`src/hw/rtl/qemr_pkg.sv`:
```
// qemr_pkg: shared types and constants for the quadrature encoder mouse report unit
// no dependencies; imported by all qemr modules
`default_nettype none
package qemr_pkg;

    localparam int ACCUM_WIDTH_DEF = 16;
    localparam int LIMIT_WIDTH     = 8;
    localparam int GAIN_WIDTH      = 4;
    localparam int MOVE_WIDTH      = 13;
    localparam int CLAMP_WIDTH     = LIMIT_WIDTH + 1;
    localparam int CFG_IDX_WIDTH   = 2;
    localparam int CFG_DATA_WIDTH  = 8;
    localparam int S_DATA_WIDTH    = 16;
    localparam int M_DATA_WIDTH    = 48;

    localparam logic [LIMIT_WIDTH-1:0] ACCEL_LIMIT_RST  = 8'd150;
    localparam logic [GAIN_WIDTH-1:0]  POINTER_GAIN_RST = 4'd4;
    localparam logic [GAIN_WIDTH-1:0]  WHEEL_GAIN_RST   = 4'd1;

    localparam logic [CFG_IDX_WIDTH-1:0] REG_ACCEL_LIMIT  = 2'd0;
    localparam logic [CFG_IDX_WIDTH-1:0] REG_POINTER_GAIN = 2'd1;
    localparam logic [CFG_IDX_WIDTH-1:0] REG_WHEEL_GAIN   = 2'd2;

    typedef struct packed {
        logic [LIMIT_WIDTH-1:0] limit;
        logic [GAIN_WIDTH-1:0]  gain;
    } shape_cfg_t;

    typedef struct packed {
        logic advance;
        logic clear;
    } lane_ctrl_t;

endpackage
`default_nettype wire

```
`src/hw/rtl/qemr_lane.sv`:
```
// qemr_lane: one quadrature decoder lane with stored pin levels and saturating step count
// depends on qemr_pkg
`default_nettype none
module qemr_lane
    import qemr_pkg::*;
#(
    parameter int ACCUM_WIDTH = ACCUM_WIDTH_DEF
) (
    input  wire logic                          aclk,
    input  wire logic                          aresetn,
    input  wire lane_ctrl_t                    ctrl,
    input  wire logic                          pin_a,
    input  wire logic                          pin_b,
    output      logic signed [ACCUM_WIDTH-1:0] count
);

    localparam logic signed [ACCUM_WIDTH-1:0] ACC_MAX = {1'b0, {(ACCUM_WIDTH-1){1'b1}}};
    localparam logic signed [ACCUM_WIDTH-1:0] ACC_MIN = {1'b1, {(ACCUM_WIDTH-1){1'b0}}};

    logic                          a_reg, a_next;
    logic                          b_reg, b_next;
    logic signed [ACCUM_WIDTH-1:0] acc_reg, acc_next;
    logic signed [ACCUM_WIDTH-1:0] acc_step1, acc_step2;
    logic                          inc, dec;

    always_comb begin
        inc = (pin_a != a_reg) && pin_a && !b_reg;
        // b edge is judged against the already updated a level
        dec = (pin_b != b_reg) && pin_b && !pin_a;
        acc_step1 = (inc && acc_reg != ACC_MAX) ? acc_reg + 1'b1 : acc_reg;
        acc_step2 = (dec && acc_step1 != ACC_MIN) ? acc_step1 - 1'b1 : acc_step1;
        count = acc_step2;
        a_next = a_reg;
        b_next = b_reg;
        acc_next = acc_reg;
        if (ctrl.advance) begin
            a_next = pin_a;
            b_next = pin_b;
            acc_next = ctrl.clear ? '0 : acc_step2;
        end
    end

    always_ff @(posedge aclk) begin
        if (!aresetn) begin
            a_reg <= 1'b0;
            b_reg <= 1'b0;
            acc_reg <= '0;
        end else begin
            a_reg <= a_next;
            b_reg <= b_next;
            acc_reg <= acc_next;
        end
    end

    assert property (@(posedge aclk) disable iff (!aresetn)
        ctrl.advance && ctrl.clear |=> acc_reg == '0)
        else $error("step count not cleared after report");

    assert property (@(posedge aclk) disable iff (!aresetn)
        !ctrl.advance |=> $stable(acc_reg) && $stable(a_reg) && $stable(b_reg))
        else $error("lane state changed without a request");

    assert property (@(posedge aclk) disable iff (!aresetn)
        ctrl.advance && !ctrl.clear && pin_a == a_reg && pin_b == b_reg
        |=> $stable(acc_reg))
        else $error("step count moved without a pin edge");

endmodule
`default_nettype wire

```
`src/hw/rtl/qemr_shape.sv`:
```
// qemr_shape: doubles a step delta, clamps it to the limit and applies the gain
// depends on qemr_pkg
`default_nettype none
module qemr_shape
    import qemr_pkg::*;
#(
    parameter int ACCUM_WIDTH = ACCUM_WIDTH_DEF
) (
    input  wire logic signed [ACCUM_WIDTH:0]  delta,
    input  wire shape_cfg_t                   cfg,
    output      logic signed [MOVE_WIDTH-1:0] move
);

    localparam int DW = ACCUM_WIDTH + 2;

    logic signed [DW-1:0]                     dbl;
    logic signed [DW-1:0]                     lim;
    logic signed [DW-1:0]                     clamped;
    logic signed [CLAMP_WIDTH+GAIN_WIDTH:0]   product;

    always_comb begin
        dbl = {delta, 1'b0};
        lim = $signed({{(DW-LIMIT_WIDTH){1'b0}}, cfg.limit});
        if (delta > 0) begin
            clamped = (dbl > lim) ? lim : dbl;
        end else begin
            clamped = (dbl < -lim) ? -lim : dbl;
        end
        product = $signed(clamped[CLAMP_WIDTH-1:0]) * $signed({1'b0, cfg.gain});
        move = product[MOVE_WIDTH-1:0];
    end

endmodule
`default_nettype wire

```
`src/hw/rtl/quadrature_encoder_mouse_report_unit.sv`:
```
// Quadrature encoder mouse report unit. Takes one pin sample per cycle (s_tready stays high
// unless a report is held back at the output); three decoder lanes update their step counts
// in the cycle the sample is accepted. A sample with report_tick set produces one report on
// the m_ channel: one register holds the lane counts, and the shaping stage (clamp and a
// 9x5 multiply per axis) feeds the output register. Back-pressure stalls the output register,
// and the capture register too once it holds a report; s_tready then follows m_tready.
// depends on qemr_pkg, qemr_lane, qemr_shape
`default_nettype none
module quadrature_encoder_mouse_report_unit
    import qemr_pkg::*;
#(
    parameter int ACCUM_WIDTH = ACCUM_WIDTH_DEF
) (
    input  wire logic                      aclk,
    input  wire logic                      aresetn,
    // left_a, left_b, right_a, right_b, scroll_a, scroll_b, left_button, right_button,
    // report_tick, zero fill
    input  wire logic [S_DATA_WIDTH-1:0]   s_tdata,
    input  wire logic                      s_tvalid,
    output      logic                      s_tready,
    // move_x, move_y, move_wheel, left_pressed, right_pressed, zero fill
    output      logic [M_DATA_WIDTH-1:0]   m_tdata,
    output      logic                      m_tvalid,
    input  wire logic                      m_tready,
    input  wire logic                      cfg_valid,
    output      logic                      cfg_ready,
    input  wire logic [CFG_IDX_WIDTH-1:0]  cfg_index,
    input  wire logic [CFG_DATA_WIDTH-1:0] cfg_data
);

    localparam int LANES = 3;
    localparam int LANE_LEFT = 0;
    localparam int LANE_RIGHT = 1;
    localparam int LANE_SCROLL = 2;
    localparam int PAD_WIDTH = M_DATA_WIDTH - 3 * MOVE_WIDTH - 2;

    logic [LIMIT_WIDTH-1:0] limit_reg, limit_next;
    logic [GAIN_WIDTH-1:0]  pgain_reg, pgain_next;
    logic [GAIN_WIDTH-1:0]  wgain_reg, wgain_next;

    lane_ctrl_t                    lane_ctrl;
    logic signed [ACCUM_WIDTH-1:0] lane_count [LANES];

    logic                          st_valid_reg, st_valid_next;
    logic signed [ACCUM_WIDTH:0]   dx_reg, dx_next;
    logic signed [ACCUM_WIDTH:0]   dy_reg, dy_next;
    logic signed [ACCUM_WIDTH:0]   dw_reg, dw_next;
    logic                          lp_reg, lp_next;
    logic                          rp_reg, rp_next;

    logic                          m_valid_reg, m_valid_next;
    logic [M_DATA_WIDTH-1:0]       m_data_reg, m_data_next;

    logic signed [MOVE_WIDTH-1:0]  move_x, move_y, move_w;
    shape_cfg_t                    pointer_cfg, wheel_cfg;
    logic                          out_ready, st_ready, s_accept, tick;

    assign out_ready = !m_valid_reg || m_tready;
    assign st_ready  = !st_valid_reg || out_ready;
    assign s_tready  = st_ready;
    assign s_accept  = s_tvalid && st_ready;
    assign tick      = s_tdata[8];
    assign cfg_ready = 1'b1;
    assign m_tvalid  = m_valid_reg;
    assign m_tdata   = m_data_reg;

    assign lane_ctrl.advance = s_accept;
    assign lane_ctrl.clear   = tick;

    for (genvar i = 0; i < LANES; i++) begin : g_lane
        qemr_lane #(
            .ACCUM_WIDTH(ACCUM_WIDTH)
        ) u_lane (
            .aclk   (aclk),
            .aresetn(aresetn),
            .ctrl   (lane_ctrl),
            .pin_a  (s_tdata[2*i]),
            .pin_b  (s_tdata[2*i+1]),
            .count  (lane_count[i])
        );
    end

    assign pointer_cfg.limit = limit_reg;
    assign pointer_cfg.gain  = pgain_reg;
    assign wheel_cfg.limit   = limit_reg;
    assign wheel_cfg.gain    = wgain_reg;

    qemr_shape #(.ACCUM_WIDTH(ACCUM_WIDTH)) u_shape_x (
        .delta(dx_reg), .cfg(pointer_cfg), .move(move_x)
    );
    qemr_shape #(.ACCUM_WIDTH(ACCUM_WIDTH)) u_shape_y (
        .delta(dy_reg), .cfg(pointer_cfg), .move(move_y)
    );
    qemr_shape #(.ACCUM_WIDTH(ACCUM_WIDTH)) u_shape_w (
        .delta(dw_reg), .cfg(wheel_cfg), .move(move_w)
    );

    always_comb begin
        limit_next = limit_reg;
        pgain_next = pgain_reg;
        wgain_next = wgain_reg;
        if (cfg_valid) begin
            case (cfg_index)
                REG_ACCEL_LIMIT:  limit_next = cfg_data;
                REG_POINTER_GAIN: pgain_next = cfg_data[GAIN_WIDTH-1:0];
                REG_WHEEL_GAIN:   wgain_next = cfg_data[GAIN_WIDTH-1:0];
                default:          limit_next = limit_reg;
            endcase
        end
    end

    always_comb begin
        st_valid_next = st_valid_reg;
        dx_next = dx_reg;
        dy_next = dy_reg;
        dw_next = dw_reg;
        lp_next = lp_reg;
        rp_next = rp_reg;
        if (st_ready) begin
            st_valid_next = s_accept && tick;
            dx_next = {lane_count[LANE_RIGHT][ACCUM_WIDTH-1], lane_count[LANE_RIGHT]};
            // left lane negated at full precision
            dy_next = -$signed({lane_count[LANE_LEFT][ACCUM_WIDTH-1], lane_count[LANE_LEFT]});
            dw_next = {lane_count[LANE_SCROLL][ACCUM_WIDTH-1], lane_count[LANE_SCROLL]};
            lp_next = !s_tdata[6];
            rp_next = !s_tdata[7];
        end
        m_valid_next = m_valid_reg;
        m_data_next = m_data_reg;
        if (out_ready) begin
            m_valid_next = st_valid_reg;
            m_data_next = {{PAD_WIDTH{1'b0}}, rp_reg, lp_reg, move_w, move_y, move_x};
        end
    end

    always_ff @(posedge aclk) begin
        if (!aresetn) begin
            limit_reg <= ACCEL_LIMIT_RST;
            pgain_reg <= POINTER_GAIN_RST;
            wgain_reg <= WHEEL_GAIN_RST;
            st_valid_reg <= 1'b0;
            m_valid_reg <= 1'b0;
        end else begin
            limit_reg <= limit_next;
            pgain_reg <= pgain_next;
            wgain_reg <= wgain_next;
            st_valid_reg <= st_valid_next;
            m_valid_reg <= m_valid_next;
        end
    end

    always_ff @(posedge aclk) begin
        dx_reg <= dx_next;
        dy_reg <= dy_next;
        dw_reg <= dw_next;
        lp_reg <= lp_next;
        rp_reg <= rp_next;
        m_data_reg <= m_data_next;
    end

    assert property (@(posedge aclk) disable iff (!aresetn)
        s_accept && tick |=> st_valid_reg)
        else $error("report request lost at lane capture");

    assert property (@(posedge aclk) disable iff (!aresetn)
        st_valid_reg && out_ready |=> m_valid_reg)
        else $error("captured report not moved to output");

    assert property (@(posedge aclk) disable iff (!aresetn)
        st_valid_reg && !out_ready |=> st_valid_reg && $stable(dx_reg) && $stable(dy_reg))
        else $error("captured report overwritten while output stalled");

endmodule
`default_nettype wire

```
`config.mk`:
```
export PLATFORM = sky130hd
export DESIGN_NAME = quadrature_encoder_mouse_report_unit
export DESIGN_NICKNAME = d
export VERILOG_FILES = /design/src/hw/rtl/qemr_pkg.sv /design/src/hw/rtl/qemr_lane.sv /design/src/hw/rtl/qemr_shape.sv /design/src/hw/rtl/quadrature_encoder_mouse_report_unit.sv
export SDC_FILE = /design/constraint.sdc
export NUM_CORES = 1
export LEC_CHECK = 0
export BUFFER_PORTS_ARGS = -buffer_cell sky130_fd_sc_hd__buf_4
export CAP_MARGIN = 10
export CELL_PAD_IN_SITES_DETAIL_PLACEMENT = 1
export CELL_PAD_IN_SITES_GLOBAL_PLACEMENT = 1
export CORE_MARGIN = 2
export CORE_UTILIZATION = 43
export CTS_CLUSTER_SIZE = 25
export DETAILED_ROUTE_END_ITERATION = 8
export GPL_TIMING_DRIVEN = 0
export PLACE_DENSITY_LB_ADDON = 0.15
export SLEW_MARGIN = 20
export SYNTH_ARGS = -nofsm -noshare
export SYNTH_HDL_FRONTEND = slang
export SYNTH_SLANG_ARGS = --single-unit
```
`constraint.sdc`:
```
create_clock -name aclk -period 7.6 [get_ports aclk]
set_input_delay 0.38 -clock aclk [delete_from_list [all_inputs] [get_ports aclk]]
set_output_delay 0.38 -clock aclk [all_outputs]
set_load 0.01 [all_outputs]
```
==> impl_metrics.tcl <==
set metrics [dict create \
    h-tree-depth 4 \
    wl_mm 44.2 \
    finalCritPeriodShare_pct 96.5 \
    antenna_found_initial 1 \
    power_density_nw_per_um2 226 \
    p_seq_share_pct 32.0 \
    wl_met2_mm 21.4 \
    syn_area_um2 15000 \
    hpwl_mm 34.1 \
    reg2reg_depth 29 \
    slew_headroom_pct 28.4 \
    grt_pass1_wl_mm 71.3 \
    hp-class "primary input to register" \
    gp_congestion 0.881 \
    coreArea_um2 34500 \
    max_stage_delay_ns 0.54 \
    crit_slowest_cell "fa_1" \
    async_flop_share_pct 0 \
    clk_pin_slew_ns 0.07 \
    synth_edf_count 92 \
    final_cell_mix "inv_1 (142), nor2_1 (127), ha_1 (126)" \
    rsz0062_at_grt "true" \
    finalSetupViolations 0 \
    whs_endpoint "lp_reg" \
    clock_latency_ns 0.45 \
    final_nets 2006 \
    grt_usage_pct 24.8 \
    num_io_pins 82 \
    worst_ep_arrival_time_ns 7.53 \
    m1WireLength_mm 20.2 \
    final.min_clock_period_ns 7.33 \
    power_frac_comb_pct 44.9 \
    crit_type "register to register" \
    start_util_pct 43.6 \
    leakage_uw 0.00762 \
    fp.dieH_um 191 \
    wl_met3_mm 1.34 \
    outcome "completed" \
    fin_skew_ns 0.0108 \
    final_core_util_pct 50.6 \
    worstSetupEndpointType "register" \
    cp.required_ns 7.80 \
    vias_per_cell 5.76 \
    syn-mean-instance-area_um2 9.10 \
    syn_to_final_growth_pct 16.1 \
    ir_worst_vdd_uv 163 \
    r2r_setup_slack_ns 0.27 \
    p_sw_share_pct 38.1 \
    timing.final.hold_violations 0 \
    worstMarginPinSlew_ns 1.07 \
    drive_gt1_share_pct 16.1 \
    clockPowerShare_pct 23.1 \
    r2r-start "limit_reg[3]" \
    fmax_ghz 0.136 \
    crit_path_max_fanout 7 \
    start_kind "register" \
    clock_sinks 164 \
    dieArea_um2 36500 \
    cts_hold_buf 0 \
    root_buffer "clkbuf_16" \
    synth.top_cell.area_share_pct 18.4 \
    synthFlopType "edfxtp_1" \
    maxSlewViolCount 0 \
    timing.rr.end "m_tdata[38]" \
    placementRows 68 \
    diodes 0 \
    layout_commonest_cell "inv_1" \
    drt-initial-drc-count 825 \
    grt_max_degree 56 \
    portBuffers 66 \
    yosysSeqAreaShare_pct 28.0 \
    drc_errors 0 \
    cap_viol_max_count 0 \
    numCtsBuffers 17 \
    dr.pass1.iters 5 \
    internal_power_uw 2440 \
    worstHoldStart "s_tdata[6]" \
    grt.overflow.total 0 \
    hold_depth 2 \
    top_layer "met4" \
    vias 13000 \
    cts_tree "built" \
    synth_top_area_cell "edfxtp_1" \
    synth_cells 1651 \
    cts_buffer_depth 2 \
    synthDistinctLibCells 112 \
    grt_pass1_vias 13500 \
    ant_nets 0 \
    yosysWarnings 0 \
    synth.area.top_cells "edfxtp_1 (18%), ha_1 (11%), dfxtp_1 (9.6%)" \
    wl_per_cell_um 19.6 \
    hold-worst-slack_ns 0.172 \
    power.switching_uw 1500 \
    ys_ff_latch 164 \
    fp.dieW_um 191 \
    largest_reg_flops 48 \
]
cell usage after synthesis, types with 17 or more instances:
master and count:
a22oi_1 18, a22o_1 19, nand2_1 113, dfxtp_1 72
nor2_1 135, nand3_1 37, clkbuf_1 36, mux2i_1 36
nor2b_1 35, ha_1 133, nor4_1 28, edfxtp_1 92
and3_1 25, o21ai_0 57, inv_1 148, fa_1 54
nand4_1 29, or3_1 17, a21oi_1 48, a21o_1 26
and2_1 44, xor2_1 28, xnor2_1 79, o211ai_1 25
nor3_1 44
power groups by stage:
| stage | Sequential (µW) | Combinational, µW | Clock (µW) |
|---|---|---|---|
| 6_report | 1260 | 1770 | 909 |
| 5_1_grt | 1280 | 2000 | 960 |
| 4_1_cts | 1260 | 1710 | 931 |
| 3_5_place_dp | 1270 | 1650 | 0 |
| 3_3_place_gp | 1270 | 1580 | 0 |
| 2_1_floorplan | 1270 | 1150 | 0 |
metrics by stage:
stage          setup WS, ns  TNS (ns)  std cells  total power, µW  cell area, µm²
2_1_floorplan         0.121         0       1657             2420           15100
3_3_place_gp          -1.55    -11.60       2178             2840           16100
3_5_place_dp          -1.68    -14.53       2179             2920           16100
4_1_cts            -0.00458  -0.00458       2232             3890           17100
5_1_grt              -0.190    -0.402       2255             4240           17400
6_report              0.266         0       2255             3940           17400
layer usage:
metal / up-vias / global-route usage [%]
met5: - / 0
met4: 0 / 8.80
met3: 82 / 2.90
met2: 227 / 42.4
met1: 6471 / 32.2
li1: 6216 / -
cell type report:
class / instances / area (µm²)
clock inverter: 12 / 158
fill: 4014 / 17000
timing repair buffer: 113 / 861
tap: 455 / 569
inverter: 149 / 574
buffer: 67 / 368
sequential: 164 / 4210
multi-input combinational: 1276 / 10300
clock buffer: 19 / 433
worst max path at each step:
stage / startpoint / to / slack (ns) / depth (start not counted)
CTS: limit_reg[3] / m_tdata[25] / -0.005 / 32
finish: limit_reg[3] / m_tdata[38] / 0.27 / 29
detailed placement: limit_reg[0] / m_tdata[12] / -1.68 / 34
floorplan: limit_reg[0] / m_tdata[38] / 0.12 / 32
global placement: limit_reg[0] / m_tdata[12] / -1.55 / 34
global route: limit_reg[3] / m_tdata[38] / -0.19 / 29
what timing repair did:
action	CTS	global route
pin swaps	11	24
setup buffers	23	23
gates resized for setup	50	40
endpoints found under the setup margin	22	9
critical path, delay by kind of cell, from the launching register on:
family	cells	cell delay, ns
DFF	1	0.30
xor gates and xnor gates	1	0.07
adders and majority gates	5	1.82
muxes	1	0.38
and+or+nand+nor	9	2.20
buffers and inverters	4	0.57
AOI/OAI and AO/OA	9	1.76
logic make-up (layout without fill, tap and decap cells):
logic type	Yosys count	after routing	share of synthesized area, %
simple gates	605	605	22.2
compound gates	321	321	16.0
buf+inv	217	360	6.02
fa+ha+maj	193	193	18.7
flops	164	164	28.0
xor+xnor	108	108	6.34
mux	41	41	2.83
other cells	2	8	0.0500
No activity file was read; power rests on OpenSTA's default activity.
